File: config.mk
export PLATFORM = sky130hd
export DESIGN_NAME = text_line_folder
export DESIGN_NICKNAME = d
export VERILOG_FILES = /design/src/design/tlf_pkg.sv /design/src/design/text_line_folder.sv /design/src/design/tlf_ctrl.sv /design/src/design/tlf_datapath.sv
export SDC_FILE = /design/constraint.sdc
export NUM_CORES = 1
export LEC_CHECK = 0
export ABC_AREA = 1
export BUFFER_PORTS_ARGS = -buffer_cell sky130_fd_sc_hd__buf_2
export CORE_MARGIN = 3
export CORE_UTILIZATION = 25
export CTS_BUF_LIST = sky130_fd_sc_hd__clkbuf_4 sky130_fd_sc_hd__clkbuf_8
export CTS_CLUSTER_SIZE = 20
export DETAILED_ROUTE_END_ITERATION = 8
export PLACE_DENSITY_LB_ADDON = 0.08
export SLEW_MARGIN = 0
export SYNTH_ARGS = -nofsm -noshare
export SYNTH_HDL_FRONTEND = slang
export SYNTH_SLANG_ARGS = --single-unit
File: constraint.sdc
create_clock -name clk -period 10.3 [get_ports clk]
set_clock_uncertainty 0.15 [all_clocks]
set_input_delay 0.515 -clock clk [delete_from_list [all_inputs] [get_ports clk]]
set_output_delay 0.515 -clock clk [all_outputs]
set_load 0.01 [all_outputs]
File: src/design/tlf_pkg.sv
// Shared types and constants for the text line folder.
// Used by tlf_ctrl, tlf_datapath and text_line_folder; depends on nothing.
`default_nettype none

package tlf_pkg;

	localparam int HOLD_DEPTH = 16;
	localparam int RUN_LIMIT  = (HOLD_DEPTH < 16) ? HOLD_DEPTH : 16;
	localparam int CNT_W      = $clog2(RUN_LIMIT + 1);
	localparam int IDX_W      = $clog2(RUN_LIMIT);

	localparam logic [7:0] CH_NL     = 8'd10;
	localparam logic [7:0] CH_SP     = 8'd32;
	localparam logic [7:0] CH_TAB    = 8'd9;
	localparam logic [7:0] CH_HYPHEN = 8'd45;

	localparam logic [7:0] LINE_WIDTH_RST   = 8'd80;
	localparam logic [3:0] BLANK_WINDOW_RST = 4'd10;

	localparam logic REG_LINE_WIDTH   = 1'b0;
	localparam logic REG_BLANK_WINDOW = 1'b1;

	typedef struct packed {
		logic [7:0] char_in;
		logic       end_of_text;
	} in_item_t;

	typedef struct packed {
		logic [7:0] char_out;
		logic       last_of_run;
	} out_item_t;

	typedef enum logic [1:0] {
		SEL_DRAIN,
		SEL_TAIL0,
		SEL_TAIL1
	} emit_sel_t;

	typedef struct packed {
		logic      accept;
		logic      emit;
		emit_sel_t sel;
		logic      last;
	} tlf_cmd_t;

	typedef struct packed {
		logic       slot_free;
		logic       plan_drain_nz;
		logic [1:0] plan_tail_len;
		logic       drain_last;
		logic [1:0] tail_len;
	} tlf_sts_t;

endpackage

`default_nettype wire

File: src/design/text_line_folder.sv
// Top level of the text line folder: joins controller and datapath.
// Depends on tlf_pkg, tlf_ctrl and tlf_datapath.
//
//   Channel | Direction | Handshake          | Payload
//   --------+-----------+--------------------+-----------------------------------
//   in      | input     | in_valid/in_stall  | in_data  (char_in, end_of_text)
//   out     | output    | out_valid/out_stall| out_data (char_out, last_of_run)
//   cfg     | input     | cfg_valid/cfg_ready| cfg_index, cfg_data
//
// An item is taken while the controller is idle; its results then go one at a time through
// the output sequencer (held run first, then the tail), and a plain passed-through character
// has one result. A folded run drains up to 18 results.
// Reset restores line_width 80, blank_window 10 and an empty hold run.
// An output stall freezes the sequencer; input is stalled until all results are issued.
`default_nettype none

module text_line_folder (
	input  wire logic               clk,
	input  wire logic               arst_n,
	input  wire logic               in_valid,
	output logic                    in_stall,
	input  wire tlf_pkg::in_item_t  in_data,
	output logic                    out_valid,
	input  wire logic               out_stall,
	output tlf_pkg::out_item_t      out_data,
	input  wire logic               cfg_valid,
	output logic                    cfg_ready,
	input  wire logic               cfg_index,
	input  wire logic [7:0]         cfg_data
);

	tlf_pkg::tlf_cmd_t cmd;
	tlf_pkg::tlf_sts_t sts;

	tlf_ctrl u_ctrl (
		.clk      (clk),
		.arst_n   (arst_n),
		.in_valid (in_valid),
		.in_stall (in_stall),
		.sts      (sts),
		.cmd      (cmd)
	);

	tlf_datapath u_datapath (
		.clk       (clk),
		.arst_n    (arst_n),
		.in_data   (in_data),
		.out_data  (out_data),
		.out_valid (out_valid),
		.out_stall (out_stall),
		.cfg_valid (cfg_valid),
		.cfg_ready (cfg_ready),
		.cfg_index (cfg_index),
		.cfg_data  (cfg_data),
		.cmd       (cmd),
		.sts       (sts)
	);

endmodule

`default_nettype wire

File: src/design/tlf_ctrl.sv
// Controller state machine of the text line folder.
// Depends on tlf_pkg; drives commands to tlf_datapath and reads its status.
`default_nettype none

module tlf_ctrl (
	input  wire logic            clk,
	input  wire logic            arst_n,
	input  wire logic            in_valid,
	output logic                 in_stall,
	input  wire tlf_pkg::tlf_sts_t sts,
	output tlf_pkg::tlf_cmd_t    cmd
);

	typedef enum logic [1:0] {
		ST_IDLE,
		ST_DRAIN,
		ST_TAIL0,
		ST_TAIL1
	} state_t;

	state_t state_q;

	always_comb begin
		in_stall   = (state_q != ST_IDLE);
		cmd.accept = (state_q == ST_IDLE) && in_valid;
		cmd.emit   = 1'b0;
		cmd.sel    = tlf_pkg::SEL_DRAIN;
		cmd.last   = 1'b0;
		case (state_q)
			ST_IDLE: begin
				cmd.emit = 1'b0;
			end
			ST_DRAIN: begin
				cmd.emit = sts.slot_free;
				cmd.sel  = tlf_pkg::SEL_DRAIN;
				cmd.last = sts.drain_last && (sts.tail_len == 2'd0);
			end
			ST_TAIL0: begin
				cmd.emit = sts.slot_free;
				cmd.sel  = tlf_pkg::SEL_TAIL0;
				cmd.last = (sts.tail_len == 2'd1);
			end
			ST_TAIL1: begin
				cmd.emit = sts.slot_free;
				cmd.sel  = tlf_pkg::SEL_TAIL1;
				cmd.last = 1'b1;
			end
			default: begin
				cmd.emit = 1'b0;
			end
		endcase
	end

	always_ff @(posedge clk or negedge arst_n) begin
		if (!arst_n) begin
			state_q <= ST_IDLE;
		end else begin
			case (state_q)
				ST_IDLE: begin
					if (cmd.accept) begin
						if (sts.plan_drain_nz) begin
							state_q <= ST_DRAIN;
						end else if (sts.plan_tail_len != 2'd0) begin
							state_q <= ST_TAIL0;
						end
					end
				end
				ST_DRAIN: begin
					if (cmd.emit && sts.drain_last) begin
						state_q <= (sts.tail_len != 2'd0) ? ST_TAIL0 : ST_IDLE;
					end
				end
				ST_TAIL0: begin
					if (cmd.emit) begin
						state_q <= (sts.tail_len == 2'd2) ? ST_TAIL1 : ST_IDLE;
					end
				end
				ST_TAIL1: begin
					if (cmd.emit) begin
						state_q <= ST_IDLE;
					end
				end
				default: begin
					state_q <= ST_IDLE;
				end
			endcase
		end
	end

`ifndef ASSERT_OFF
	a_emit_needs_slot: assert property (@(posedge clk) disable iff (!arst_n)
		cmd.emit |-> sts.slot_free)
		else $error("emit issued while the output register is occupied");

	a_last_returns_idle: assert property (@(posedge clk) disable iff (!arst_n)
		cmd.emit && cmd.last |=> state_q == ST_IDLE)
		else $error("controller did not return to idle after the final result");

	a_empty_plan_stays_idle: assert property (@(posedge clk) disable iff (!arst_n)
		cmd.accept && !sts.plan_drain_nz && (sts.plan_tail_len == 2'd0)
		|=> state_q == ST_IDLE)
		else $error("controller left idle for an item without results");
`endif

endmodule

`default_nettype wire

File: src/design/tlf_datapath.sv
// Datapath of the text line folder: registers, fold state, hold buffer, output register.
// Depends on tlf_pkg; commanded by tlf_ctrl.
`default_nettype none

module tlf_datapath (
	input  wire logic               clk,
	input  wire logic               arst_n,
	input  wire tlf_pkg::in_item_t  in_data,
	output tlf_pkg::out_item_t      out_data,
	output logic                    out_valid,
	input  wire logic               out_stall,
	input  wire logic               cfg_valid,
	output logic                    cfg_ready,
	input  wire logic               cfg_index,
	input  wire logic [7:0]         cfg_data,
	input  wire tlf_pkg::tlf_cmd_t  cmd,
	output tlf_pkg::tlf_sts_t       sts
);

	localparam int CNT_W = tlf_pkg::CNT_W;
	localparam int IDX_W = tlf_pkg::IDX_W;

	logic [7:0]       lw_q;
	logic [3:0]       bw_q;
	logic [7:0]       col_q;
	logic             holding_q;
	logic [CNT_W-1:0] hold_count_q;
	logic [IDX_W-1:0] blank_pos_q;
	logic             blank_seen_q;
	logic [7:0]       buf_q [tlf_pkg::RUN_LIMIT];

	logic [CNT_W-1:0] drain_len_q;
	logic [CNT_W-1:0] drain_idx_q;
	logic             repl_q;
	logic [IDX_W-1:0] repl_pos_q;
	logic [7:0]       tail0_q;
	logic [7:0]       tail1_q;
	logic [1:0]       tail_len_q;

	tlf_pkg::out_item_t out_q;
	logic               out_valid_q;

	logic [7:0]       ch;
	logic [7:0]       start;
	logic [7:0]       col_inc;
	logic             hold_now;
	logic             is_blank;
	logic [CNT_W-1:0] cnt1;
	logic             seen1;
	logic [IDX_W-1:0] pos1;
	logic             fold;
	logic [CNT_W-1:0] after_blank;
	logic [CNT_W-1:0] p_drain;
	logic             p_repl;
	logic [7:0]       p_tail0;
	logic [7:0]       p_tail1;
	logic [1:0]       p_tlen;
	logic [7:0]       n_col;
	logic             n_holding;
	logic [CNT_W-1:0] n_cnt;
	logic [IDX_W-1:0] n_pos;
	logic             n_seen;
	logic             buf_we;
	logic             slot_free;
	logic [7:0]       emit_ch;

	always_comb begin
		ch          = in_data.char_in;
		start       = (lw_q > {4'b0, bw_q}) ? (lw_q - {4'b0, bw_q}) : 8'd0;
		col_inc     = (col_q == 8'hFF) ? col_q : (col_q + 8'd1);
		hold_now    = holding_q || (col_inc >= start);
		is_blank    = (ch == tlf_pkg::CH_SP) || (ch == tlf_pkg::CH_TAB);
		cnt1        = hold_count_q + CNT_W'(1);
		seen1       = blank_seen_q || is_blank;
		pos1        = is_blank ? hold_count_q[IDX_W-1:0] : blank_pos_q;
		fold        = (col_inc >= lw_q) || (cnt1 == CNT_W'(tlf_pkg::RUN_LIMIT));
		after_blank = cnt1 - CNT_W'(1) - CNT_W'(pos1);

		p_drain   = '0;
		p_repl    = 1'b0;
		p_tail0   = ch;
		p_tail1   = tlf_pkg::CH_NL;
		p_tlen    = 2'd0;
		n_col     = col_q;
		n_holding = holding_q;
		n_cnt     = hold_count_q;
		n_pos     = blank_pos_q;
		n_seen    = blank_seen_q;
		buf_we    = 1'b0;

		if (ch == tlf_pkg::CH_NL) begin
			p_drain   = hold_count_q;
			p_tail0   = tlf_pkg::CH_NL;
			p_tlen    = 2'd1;
			n_col     = 8'd1;
			n_holding = 1'b0;
			n_cnt     = '0;
			n_pos     = '0;
			n_seen    = 1'b0;
		end else if (!hold_now) begin
			p_tlen = 2'd1;
			n_col  = col_inc;
		end else begin
			buf_we = 1'b1;
			if (fold) begin
				p_drain   = cnt1;
				n_holding = 1'b0;
				n_cnt     = '0;
				n_pos     = '0;
				n_seen    = 1'b0;
				if (seen1) begin
					p_repl = 1'b1;
					n_col  = {{(8-CNT_W){1'b0}}, after_blank};
				end else begin
					p_tail0 = tlf_pkg::CH_HYPHEN;
					p_tlen  = 2'd2;
					n_col   = 8'd0;
				end
			end else begin
				n_holding = 1'b1;
				n_cnt     = cnt1;
				n_pos     = pos1;
				n_seen    = seen1;
				n_col     = col_inc;
				if (in_data.end_of_text) begin
					p_drain = cnt1;
				end
			end
		end

		if (in_data.end_of_text) begin
			n_col     = 8'd0;
			n_holding = 1'b0;
			n_cnt     = '0;
			n_pos     = '0;
			n_seen    = 1'b0;
		end
	end

	always_comb begin
		case (cmd.sel)
			tlf_pkg::SEL_DRAIN: begin
				emit_ch = (repl_q && (drain_idx_q[IDX_W-1:0] == repl_pos_q)) ?
					tlf_pkg::CH_NL : buf_q[drain_idx_q[IDX_W-1:0]];
			end
			tlf_pkg::SEL_TAIL0: begin
				emit_ch = tail0_q;
			end
			tlf_pkg::SEL_TAIL1: begin
				emit_ch = tail1_q;
			end
			default: begin
				emit_ch = tail1_q;
			end
		endcase
	end

	assign slot_free = !out_valid_q || !out_stall;
	assign cfg_ready = 1'b1;
	assign out_data  = out_q;
	assign out_valid = out_valid_q;

	assign sts.slot_free     = slot_free;
	assign sts.plan_drain_nz = (p_drain != '0);
	assign sts.plan_tail_len = p_tlen;
	assign sts.drain_last    = ((drain_idx_q + CNT_W'(1)) == drain_len_q);
	assign sts.tail_len      = tail_len_q;

	always_ff @(posedge clk or negedge arst_n) begin
		if (!arst_n) begin
			lw_q         <= tlf_pkg::LINE_WIDTH_RST;
			bw_q         <= tlf_pkg::BLANK_WINDOW_RST;
			col_q        <= 8'd0;
			holding_q    <= 1'b0;
			hold_count_q <= '0;
			blank_pos_q  <= '0;
			blank_seen_q <= 1'b0;
			drain_len_q  <= '0;
			drain_idx_q  <= '0;
			repl_q       <= 1'b0;
			tail_len_q   <= 2'd0;
			out_valid_q  <= 1'b0;
		end else begin
			if (cfg_valid && cfg_ready) begin
				if (cfg_index == tlf_pkg::REG_LINE_WIDTH) begin
					lw_q <= cfg_data;
				end else if (cfg_index == tlf_pkg::REG_BLANK_WINDOW) begin
					bw_q <= cfg_data[3:0];
				end
			end
			if (cmd.accept) begin
				col_q        <= n_col;
				holding_q    <= n_holding;
				hold_count_q <= n_cnt;
				blank_pos_q  <= n_pos;
				blank_seen_q <= n_seen;
				drain_len_q  <= p_drain;
				drain_idx_q  <= '0;
				repl_q       <= p_repl;
				tail_len_q   <= p_tlen;
			end else if (cmd.emit && (cmd.sel == tlf_pkg::SEL_DRAIN)) begin
				drain_idx_q <= drain_idx_q + CNT_W'(1);
			end
			if (cmd.emit) begin
				out_valid_q <= 1'b1;
			end else if (!out_stall) begin
				out_valid_q <= 1'b0;
			end
		end
	end

	always_ff @(posedge clk) begin
		if (cmd.accept) begin
			repl_pos_q <= pos1;
			tail0_q    <= p_tail0;
			tail1_q    <= p_tail1;
		end
		if (cmd.emit) begin
			out_q.char_out    <= emit_ch;
			out_q.last_of_run <= cmd.last;
		end
	end

	always_ff @(posedge clk) begin
		if (cmd.accept && buf_we) begin
			buf_q[hold_count_q[IDX_W-1:0]] <= ch;
		end
	end

`ifndef ASSERT_OFF
	a_count_below_limit: assert property (@(posedge clk) disable iff (!arst_n)
		hold_count_q != CNT_W'(tlf_pkg::RUN_LIMIT))
		else $error("held run reached its limit without folding");

	a_idle_hold_empty: assert property (@(posedge clk) disable iff (!arst_n)
		!holding_q |-> (hold_count_q == '0) && !blank_seen_q)
		else $error("hold state left over while not holding");

	a_drain_in_range: assert property (@(posedge clk) disable iff (!arst_n)
		cmd.emit && (cmd.sel == tlf_pkg::SEL_DRAIN) |-> drain_idx_q < drain_len_q)
		else $error("drain read past the held run");
`endif

endmodule

`default_nettype wire

==> flow_metrics.py, run 1 <==
metrics = {
    "yosys": {
        "synthSimpleGateAreaFrac_pct": 15.26,
        "syn_inst": 883,
        "seq_area_frac_synth_pct": 60.95,
        "ys_ff_latch": 196,
        "avgSynthCellArea_um2": 10.51,
        "netlist_area_um2": 9279,
        "yosys_warnings": 0,
        "synth_compound_area_share_pct": 12.85,
        "ys_types": 54,
        "synthXorXnorAreaFrac_pct": 1.321,
        "synth_ff_type": "edfxtp_1",
        "synth_fa_ha_area_share_pct": 4.477,
        "synthMuxAreaShare_pct": 0,
        "synth_edf_count": 149,
        "syn-num-nets": 938,
        "synth_top_family_by_area": "simple AND/OR/NAND/NOR gates",
        "synth-async-reset-ratio_pct": 23.98,
    },
    "drt": {
        "drt_iter0_drc": 422,
        "ant_nets": 0,
        "post_drt_via_cell_ratio": 4.601,
        "drt-total-wl_mm": 26.11,
        "avgRoutedWirePerCell_um": 18.81,
        "first_pass_iters": 4,
        "vias": 6386,
        "drc_errors": 0,
    },
    "clocking": {
        "clkTransAtPathRegs_ns": 0.10,
        "cts_sinks": 196,
        "clock_path_buffers": 2,
        "cts_setup_buffers": 0,
        "cts_htree_levels": 4,
        "cts_made_buffers": 17,
        "cts_tree": "yes",
        "clk_latency_ns": 0.49,
        "cts_root_buf": "clkbuf_8",
    },
    "sta": {
        "layout_min_cycle_time_ns": 4.919,
        "min_period_over_period_pct": 47.76,
        "rsz0062_at_grt": "false",
        "fin_tns_setup_ns": 0,
        "hold_viol": 0,
        "fmaxAchievable_mhz": 203.3,
        "maxSlewHeadroom_pct": 25.38,
        "setup_viol": 0,
        "max_slew.worst_pin.slew_ns": 1.111,
        "final-max-slew-violation-count": 0,
    },
    "die": {
        "io_pins": 35,
        "coreArea_um2": 36090,
        "die_w_um": 198.7,
        "start_util_pct": 25.71,
        "die_h_um": 198.7,
        "die_area_um2": 39460,
        "rows": 69,
    },
    "power_and_ir_drop": {
        "power.share.clock_pct": 25.3,
        "peakVddDrop_mv": 0.08197,
        "powerDensity_nw_per_um2": 192.3,
        "p_sw_share_pct": 35.26,
        "switchingPower_mw": 0.7015,
        "seq_power_share_pct": 48.5,
        "total_power_mw": 1.990,
        "combPwrFrac_pct": 26.2,
        "leakagePower_nw": 4.028,
        "p_int_mw": 1.288,
    },
    "critical_path": {
        "endpoint_kind": "flop",
        "cp_max_fo": 8,
        "startpoint_type": "flop",
        "cp.required_ns": 10.26,
        "path_class": "flop to flop",
        "worst-endpoint-arrival_ns": 4.88,
    },
    "placed_design": {
        "dp_cells": 1355,
        "place_congestion": 0.7377,
        "place_hpwl_mm": 17.30,
        "portBuffers": 33,
    },
    "grt": {
        "use_met1_pct": 19.68,
        "gr-total-overflow": 0,
        "globalRouteMet2Util_pct": 21.46,
        "grt_use_met3_pct": 2.591,
        "grt_first_pass_wirelength_mm": 40.06,
        "first_global_vias": 6360,
        "top_usage_layer": "met2",
        "grt.total_usage_pct": 13.62,
        "antenna_found_initial": 0,
        "grt_max_degree": 49,
    },
    "worst_hold_path": {
        "hold_class": "input port to flop",
    },
    "final_layout": {
        "fillers": 3807,
        "drive_gt1_share_pct": 13.05,
        "insertedDiodeCount": 0,
        "seq_area_um2": 5657,
        "syn_to_final_growth_pct": 11.48,
        "stdcell_count": 1388,
        "multiInputGateArea_um2": 3151,
        "nets": 969,
    },
    "outcome": {
        "status": "complete, no violations",
    },
    "job": {
        "drv.max_cap_violation_count": 0,
    },
}
==> path summary, 6_finish.rpt <==
| check | from | endpoint | slack, ns | cells past startpoint |
|---|---|---|---|---|
| max reg2reg | u_datapath.lw_q[0] | u_datapath.buf_q[11][4] | 5.38 | 17 |
| max in group asynchronous | arst_n | u_datapath.bw_q[2] | 9.00 | 3 |
| min reg2reg | u_datapath.bw_q[2] | u_datapath.bw_q[2] | 0.35 | 2 |
| min | out_stall | u_datapath.out_valid | 0.10 | 3 |
| min in group asynchronous | arst_n | u_datapath.out_valid | 0.50 | 3 |
| max | u_datapath.lw_q[0] | u_datapath.buf_q[11][4] | 5.38 | 17 |
==> cell usage after synthesis, types with 3 or more instances <==
master	count	area share [%]
edfxtp_1	149	48
nand2_2	8	0.54
o221ai_1	14	1.3
o21ai_1	12	0.65
dfrtp_1	43	12
o211ai_1	8	0.65
nand2_1	120	4.9
nand3_2	3	0.32
xor2_1	11	1.0
dfstp_2	4	1.1
inv_2	11	0.44
inv_1	76	3.1
o22ai_1	23	1.6
a21oi_1	19	1.0
nor4_1	4	0.27
a22o_1	3	0.28
buf_2	5	0.27
ha_1	30	4.0
or2_2	4	0.27
o21ai_0	105	5.7
xnor2_1	3	0.28
nand4_1	6	0.40
a32o_1	3	0.32
clkbuf_1	22	0.89
nand3_1	26	1.4
nor2_2	6	0.40
nor2_1	122	4.9
nor3_1	7	0.38
==> state kept, by name, indices dropped and copies added (netlist names) <==
signal	flops
u_datapath.buf_q	128
u_datapath.out_data	9
u_datapath.col_q	8
u_datapath.lw_q	8
u_datapath.tail0_q	8
u_datapath.drain_idx_q	5
u_datapath.drain_len_q	5
u_datapath.hold_count_q	5
u_datapath.blank_pos_q	4
u_datapath.bw_q	4
u_datapath.repl_pos_q	4
u_ctrl.state_q	2
u_datapath.tail_len_q	2
u_datapath.blank_seen_q	1
u_datapath.holding_q	1
u_datapath.out_valid	1
u_datapath.repl_q	1
==> per-stage QoR <==
step | utilization, % | cell area, µm² | setup slack (ns) | hold WS (ns)
3_5_place_dp | 27.59 | 9956 | 5.253 | 0.3318
2_1_floorplan | - | 9279 | 6.225 | 0.06941
3_3_place_gp | 27.59 | 9956 | 5.445 | 0.3231
6_report | 28.66 | 10340 | 5.381 | 0.1002
5_1_grt | 28.66 | 10340 | 4.797 | 0.08252
4_1_cts | 28.66 | 10340 | 5.214 | 0.06112
==> routing by layer <==
metal,vias up,part of all wire [%]
met1,3137,51
met2,84,46
met4,0,0.77
met3,12,2.7
li1,3153,-
met5,-,0
==> cell type report <==
| type | count | share of cell area [%] |
|---|---|---|
| Timing Repair Buffer | 44 | 2.419 |
| Sequential cell | 196 | 54.69 |
| Clock inverter | 15 | 1.391 |
| Tap cell | 461 | 5.576 |
| Clock buffer | 17 | 2.262 |
| Inverter | 88 | 3.206 |
| Multi-Input combinational cell | 567 | 30.46 |
==> what timing repair did <==
item | 4_1_cts | 5_1_grt
gates resized for setup | 0 | 0
hold buffers | 1 | 0
hold endpoints to repair | 20 | 0
==> kinds of logic after synthesis <==
| kind of cell | Yosys count |
|---|---|
| buffers and inverters | 120 |
| AO/OA/AOI/OAI | 203 |
| AND/OR/NAND/NOR | 317 |
| XOR/XNOR | 14 |
| adder cells (fa/ha/maj) | 32 |
| flip-flops | 196 |
| other | 1 |
==> layout by cell type (no fill, tap or decap), drive strengths merged, types with 3 or more instances in the layout <==
cell    synthesis  layout
or2             5       5
xor2           11      11
nand3          31      31
a32o            3       3
edfxtp        149     149
clkbuf         22      17
nand4           8       8
dfstp           4       4
o211ai          8       8
nor3            9       9
inv            87      95
o21ai         118     118
nor4            4       4
ha             30      30
a22o            3       3
dfrtp          43      43
a21oi          19      19
nor2          128     128
xnor2           3       3
clkinv          1       5
o21bai          3       3
nand2         130     130
o221ai         14      14
buf            10      43
o22ai          23      23
==> critical path: stages (launching register included) <==
cell,delay [ns]
dfrtp_1,0.38
inv_1,0.05
ha_1,0.20
fa_1,0.47
o21ai_0,0.29
o21ai_0,0.13
and3_1,0.19
inv_1,0.13
nand3_1,0.11
ha_1,0.31
nand2_1,0.07
nor2_1,0.15
nand4_1,0.16
nand4_4,0.21
nand2_4,0.09
nor2_1,0.35
inv_1,0.21
nor3_1,0.88
==> power by group through the flow <==
stage	registers (mW)	logic (mW)	clock network, mW
after floorplan	0.974	0.342	0
after global placement	0.984	0.536	0
after detailed placement	0.984	0.533	0
after CTS	0.966	0.534	0.524
after global routing	0.973	0.595	0.551
final	0.965	0.521	0.504
No activity file was read; power rests on OpenSTA's default activity.
==> run 2: changes to the inputs <==
--- a/config.mk
+++ b/config.mk
@@ -5,7 +5,7 @@
 export SDC_FILE = /design/constraint.sdc
 export NUM_CORES = 1
 export LEC_CHECK = 0
-export ABC_AREA = 1
+export ABC_AREA = 0
 export BUFFER_PORTS_ARGS = -buffer_cell sky130_fd_sc_hd__buf_2
 export CORE_MARGIN = 3
 export CORE_UTILIZATION = 25
==> constraint.sdc (replaced) <==
create_clock -name clk -period 4.7 [get_ports clk]
set_clock_uncertainty 0.15 [all_clocks]
set_input_delay 0.235 -clock clk [delete_from_list [all_inputs] [get_ports clk]]
set_output_delay 0.235 -clock clk [all_outputs]
set_load 0.01 [all_outputs]
==> run 2 against run 1 <==
Critical path depth fell by 1. First-iteration DRC count is 29% lower. Combinational power increased to 2.6 times the previous value. Hold slack got worse by 0.064 ns. Via count is 14% lower. Final area up 2.5%. Synthesized area fell by 0.62%. Total power up 140%. Clock power up 140%. Flip-flop and latch count unchanged. Sequential share of layout area shrank 1.3 points.
==> flow_metrics.py, run 2 <==
metrics = {
    "clocking": {
        "clkTransAtPathRegs_ns": 0.12,
        "clock_path_buffers": 2,
        "cts_htree_levels": 4,
        "cts_tree": "yes",
        "cts_made_buffers": 17,
        "cts_root_buf": "clkbuf_8",
        "clk_latency_ns": 0.49,
        "cts_setup_buffers": 0,
        "cts_sinks": 196,
    },
    "critical_path": {
        "cp_slowest_stage_delay_ns": 0.57,
        "startpoint_type": "flop",
        "worst-endpoint-arrival_ns": 4.33,
        "endpoint_kind": "flop",
        "reg2reg_to": "u_datapath.buf_q[3][4]",
        "cp_cell_sequence": "inv_1, ha_1, nor2b_1, o21ai_0, a21boi_0, nor3_1, xnor2_1, nand2_1, ha_1, o21a_1, o211ai_1, a31o_2, a211oi_2, nor3b_1, buf_4, and2_1",
        "cpMostUsedCell": "ha_1",
        "r2r_setup_slack_ns": 0.39,
        "cp_max_fo": 8,
        "cp.required_ns": 4.71,
        "r2r_cells": 16,
        "path_class": "flop to flop",
        "rr_startpoint": "u_datapath.bw_q[1]",
        "slowest_stage": "dfstp_2",
    },
    "yosys": {
        "seq_area_frac_synth_pct": 61.33,
        "ys_top_cells_by_count": "edfxtp_1 (149), nand2_1 (50), dfrtp_1 (43), inv_1 (43), mux4_2 (40)",
        "avgSynthCellArea_um2": 14.08,
        "synth_ff_type": "edfxtp_1",
        "yosys_warnings": 0,
        "ys_types": 66,
        "yosysTopAreaCellShare_pct": 48.52,
        "syn_inst": 655,
        "synth.most_common_cell": "edfxtp_1",
        "synth-async-reset-ratio_pct": 23.98,
        "yosys-top-cells-area": "edfxtp_1 (49%), dfrtp_1 (12%), mux4_2 (9.8%), ha_1 (4.1%), nand2_1 (2.0%)",
        "syn-num-nets": 710,
        "synth_edf_count": 149,
        "ys_ff_latch": 196,
        "netlist_area_um2": 9221,
        "synth_top_area_cell": "edfxtp_1",
    },
    "sta": {
        "layout_min_cycle_time_ns": 4.313,
        "hold_viol": 0,
        "rsz0062_at_grt": "false",
        "fin_tns_setup_ns": 0,
        "maxSlewHeadroom_pct": 40.39,
        "min_period_over_period_pct": 91.77,
        "fmaxAchievable_mhz": 231.8,
        "setup_viol": 0,
        "worst_slack_ns": 0.3866,
        "max_slew.worst_pin.slew_ns": 0.8923,
        "final-max-slew-violation-count": 0,
    },
    "worst_hold_path": {
        "hp-start": "in_data[7]",
        "hold_class": "input port to flop",
        "holdPathEnd": "u_datapath.buf_q[14][6]",
        "whs_path_depth": 1,
    },
    "placed_design": {
        "place_congestion": 0.7490,
        "portBuffers": 33,
        "dpl_worst_slack_ns": 0.1543,
        "place_area_um2": 10020,
        "place_hpwl_mm": 17.18,
    },
    "final_layout": {
        "final_cell_mix": "edfxtp_1 (149), nand2_1 (50), inv_1 (43)",
        "layout_commonest_cell": "edfxtp_1",
        "insertedDiodeCount": 0,
        "seq_area_um2": 5657,
        "drive_gt1_share_pct": 21.02,
        "fillers": 3586,
        "nets": 770,
        "multiInputGateArea_um2": 3299,
        "post-route-util_pct": 29.44,
        "largest_register_ff_count": 128,
        "stdcell_area_um2": 10600,
        "syn_to_final_growth_pct": 14.95,
    },
    "drt": {
        "avgRoutedWirePerCell_um": 20.03,
        "first_pass_iters": 4,
        "ant_nets": 0,
        "post_drt_via_cell_ratio": 4.643,
        "drt_iter0_drc": 299,
        "drt-total-wl_mm": 23.82,
        "vias": 5520,
        "drc_errors": 0,
    },
    "power_and_ir_drop": {
        "peakVddDrop_mv": 0.1699,
        "total_power_mw": 4.763,
        "powerDensity_nw_per_um2": 449.3,
        "leakagePower_nw": 3.798,
    },
    "outcome": {
        "status": "complete, no violations",
    },
    "grt": {
        "gr-total-overflow": 0,
        "first_global_vias": 5798,
        "grt_max_degree": 48,
        "grt.total_usage_pct": 12.74,
        "antenna_found_initial": 0,
        "grt_first_pass_wirelength_mm": 36.80,
    },
    "die": {
        "coreArea_um2": 36000,
        "start_util_pct": 25.61,
        "io_pins": 35,
        "die_w_um": 198.1,
        "rows": 69,
        "die_h_um": 198.1,
        "die_area_um2": 39230,
    },
    "job": {
        "drv.max_cap_violation_count": 0,
    },
}
[run 2: stage by stage]
step	instances	hold WS, ns
final	1189	0.03632
after global routing	1189	0.02052
after CTS	1189	0.01647
after detailed placement	1146	0.2655
after global placement	1146	0.2585
after floorplan	655	-0.2106
[run 2: worst max-delay path, delay by kind of cell (launching register included)]
kind,cells,cell delay (ns)
adder cells (fa/ha/maj),2,0.59
buffers and inverters,2,0.24
flip-flops,1,0.57
AND/OR/NAND/NOR,5,1.06
AO/OA/AOI/OAI,6,1.23
XOR/XNOR,1,0.15
[run 2: worst max-delay path by stage]
stage / from / end / slack (ns) / cells past startpoint
CTS: u_datapath.bw_q[1] / u_datapath.buf_q[1][4] / 0.12 / 16
floorplan: u_datapath.bw_q[1] / u_datapath.buf_q[7][0] / 0.63 / 16
finish: u_datapath.bw_q[1] / u_datapath.buf_q[3][4] / 0.39 / 16
global route: u_datapath.bw_q[1] / u_datapath.buf_q[6][2] / 0.008 / 15
detailed placement: u_datapath.bw_q[1] / u_datapath.buf_q[1][7] / 0.15 / 16
global placement: u_datapath.bw_q[1] / u_datapath.buf_q[0][4] / 0.23 / 16
[run 2: cell type report]
cell class              count  area share [%]
repair buffers             67           4.226
clock buffers              17           2.207
flip-flops and latches    196           53.36
inverters                  43           1.523
multi-input cells         390           31.13
clock inverters            15           2.113
well taps                 461           5.441
[run 2: cell families after synthesis]
kind of cell / Yosys count / share of synthesized area (%)
AO/OA/AOI/OAI: 107 / 7.788
XOR/XNOR: 27 / 2.564
adder cells (fa/ha/maj): 32 / 4.505
buffers and inverters: 69 / 3.039
flip-flops: 196 / 61.33
multiplexers: 55 / 11.52
other: 1 / 0.04067
AND/OR/NAND/NOR: 168 / 9.213
[run 2: power breakdown]
part / switching (mW) / total, mW / internal (mW)
Sequential: 0.166 / 2.21 / 2.04
Combinational: 0.731 / 1.33 / 0.601
Clock: 0.706 / 1.22 / 0.518
[run 2: repair_timing]
item | in CTS | in global routing
resized for setup | 0 | 5
setup endpoints to repair | 0 | 90
endpoints found under the hold margin | 59 | 0
hold buffers | 11 | 0
[run 2: routing by layer]
| metal | part of all wire (%) | GRT usage, % | wire, µm |
|---|---|---|---|
| met1 | 48 | 17.79 | 11490 |
| met2 | 47 | 20.15 | 11190 |
| met4 | 1.2 | 3.617 | 290 |
| met3 | 3.6 | 2.671 | 850 |
| met5 | 0 | 0 | 0 |
==> run 3: changes to the inputs <==
==> constraint.sdc (replaced) <==
create_clock -name clk -period 4.4 [get_ports clk]
set_clock_uncertainty 0.15 [all_clocks]
set_input_delay 0.22 -clock clk [delete_from_list [all_inputs] [get_ports clk]]
set_output_delay 0.22 -clock clk [all_outputs]
set_load 0.01 [all_outputs]
==> run 3 against run 2 <==
Combinational power increased by 8%. Via count increased by 1.5%. Fmax increased by 5.8%. Largest cell class unchanged.
==> flow_metrics.py, run 3 (synthesis results as in run 2) <==
metrics = {
    "power_and_ir_drop": {
        "switchingPower_mw": 1.741,
        "p_int_mw": 3.390,
        "seq_power_share_pct": 46.1,
        "leakagePower_nw": 3.884,
        "power.share.clock_pct": 25.8,
        "total_power_mw": 5.131,
        "powerDensity_nw_per_um2": 475.9,
        "p_sw_share_pct": 33.93,
        "combPwrFrac_pct": 28.1,
        "peakVddDrop_mv": 0.2020,
    },
    "final_layout": {
        "final_cell_mix": "edfxtp_1 (149), nand2_1 (50), inv_1 (43)",
        "stdcell_count": 1204,
        "layout_commonest_cell": "edfxtp_1",
        "syn_to_final_growth_pct": 16.93,
        "nets": 785,
        "stdcell_area_um2": 10780,
        "largest_register_ff_count": 128,
        "drive_gt1_share_pct": 22.61,
        "insertedDiodeCount": 0,
        "fillers": 3565,
    },
    "critical_path": {
        "rr_startpoint": "u_datapath.bw_q[1]",
        "r2r_cells": 17,
        "cp.depth": 17,
        "crit_buf_inv": 3,
        "cp_max_fo": 8,
        "cp.required_ns": 4.47,
        "cp_cell_sequence": "inv_1, ha_1, nor2b_1, o21ai_0, a21boi_0, nor3_1, xnor2_1, nand2_1, ha_1, o21a_1, o211ai_1, a31o_2, a211oi_4, buf_4, nand3_1, nor2_2, buf_4",
        "r2r_setup_slack_ns": 0.32,
        "cp_slowest_stage_delay_ns": 0.57,
        "cp-startpoint": "u_datapath.bw_q[1]",
        "crit_end": "u_datapath.buf_q[10][3]",
        "slowest_stage": "dfstp_2",
        "reg2reg_to": "u_datapath.buf_q[10][3]",
        "startpoint_type": "flop",
        "worst-endpoint-arrival_ns": 4.15,
        "path_delay_family": "compound AO/OA/AOI/OAI gates",
        "endpoint_kind": "flop",
        "path_class": "flop to flop",
    },
    "sta": {
        "layout_min_cycle_time_ns": 4.079,
        "fin_tns_setup_ns": 0,
        "worst_slack_ns": 0.3213,
        "rsz0062_at_grt": "false",
        "final-max-slew-violation-count": 0,
        "maxSlewHeadroom_pct": 30.65,
        "max_slew.worst_pin.slew_ns": 1.040,
        "fmaxAchievable_mhz": 245.2,
        "setup_viol": 0,
        "min_period_over_period_pct": 92.70,
        "hold_viol": 0,
    },
    "placed_design": {
        "place_congestion": 0.7255,
        "dp_cells": 1158,
        "portBuffers": 33,
        "place_hpwl_mm": 18.03,
        "place_area_um2": 10150,
        "dpl_worst_slack_ns": 0.01178,
    },
    "clocking": {
        "cts_tree": "yes",
        "cts_made_buffers": 17,
        "cts_setup_buffers": 0,
        "cts_sinks": 196,
        "cts_htree_levels": 4,
        "cts_root_buf": "clkbuf_8",
        "clock_path_buffers": 2,
        "clkTransAtPathRegs_ns": 0.11,
        "clk_latency_ns": 0.50,
    },
    "die": {
        "start_util_pct": 25.61,
        "io_pins": 35,
        "coreArea_um2": 36000,
        "die_h_um": 198.1,
        "die_area_um2": 39230,
        "rows": 69,
        "die_w_um": 198.1,
    },
    "outcome": {
        "status": "complete, no violations",
    },
    "drt": {
        "drc_errors": 0,
        "drt_iter0_drc": 373,
        "vias": 5604,
        "ant_nets": 0,
        "avgRoutedWirePerCell_um": 20.50,
        "drt-total-wl_mm": 24.68,
        "post_drt_via_cell_ratio": 4.654,
        "first_pass_iters": 4,
    },
    "worst_hold_path": {
        "hold_class": "input port to flop",
    },
    "grt": {
        "grt.total_usage_pct": 13.10,
        "grt_first_pass_wirelength_mm": 37.62,
        "first_global_vias": 5727,
        "gr-total-overflow": 0,
        "antenna_found_initial": 1,
        "grt_max_degree": 48,
    },
    "job": {
        "drv.max_cap_violation_count": 0,
    },
}
-- run 3: stage by stage --
step                hold slack (ns)  util, %
finish                      0.04686    29.95
global placement             0.2376    28.18
global route                0.02569    29.95
CTS                         0.01313    29.87
detailed placement           0.2357    28.18
floorplan                   -0.2256        -
-- run 3: how the worst min path moves through the flow --
| stage | from | to | cells past startpoint |
|---|---|---|---|
| after CTS | cfg_valid | u_datapath.bw_q[2] | 3 |
| after global placement | arst_n | u_datapath.out_valid | 2 |
| after detailed placement | arst_n | u_datapath.out_valid | 2 |
| after floorplan | arst_n | u_ctrl.state_q[0] | 0 |
| final | cfg_valid | u_datapath.bw_q[2] | 3 |
| after global routing | in_data[7] | u_datapath.buf_q[13][6] | 2 |
-- run 3: tightest hold or removal path: stages --
cell and delay (ns):
buf_2 0.10, nand2_1 0.16, mux2_2 0.18
-- run 3: what timing repair did --
| item | 4_1_cts | 5_1_grt |
|---|---|---|
| setup endpoints to repair | 8 | 73 |
| gates resized for setup | 1 | 8 |
| hold buffers | 14 | 0 |
| hold endpoints to repair | 63 | 0 |
-- run 3: area by class of cell --
cell class / count / area (µm²) / share of cell area, %
Clock buffer: 17 / 234.0 / 2.170
Clock inverter: 15 / 227.7 / 2.112
Inverter: 43 / 161.4 / 1.497
Multi-Input combinational cell: 390 / 3321 / 30.80
Sequential cell: 196 / 5657 / 52.46
Tap cell: 461 / 576.8 / 5.349
Timing Repair Buffer: 82 / 605.6 / 5.616
-- run 3: per-layer routing --
layer  GRT usage [%]  routed length [µm]  share of wire, %  up-vias
met5               0                   0                 0        -
met4           3.224                 261               1.1        0
met3           2.893                 736               3.0       18
met2           20.75               11830                48       83
met1           18.37               11860                48     2888
li1                -                   -                 -     2615
-- run 3: power groups by stage --
stage / Clock [mW] / Combinational [mW] / Sequential, mW
final: 1.32 / 1.44 / 2.36
after global routing: 1.46 / 1.61 / 2.40
after CTS: 1.38 / 1.47 / 2.37
after detailed placement: 0 / 1.46 / 2.41
after global placement: 0 / 1.45 / 2.41
after floorplan: 0 / 1.01 / 2.32
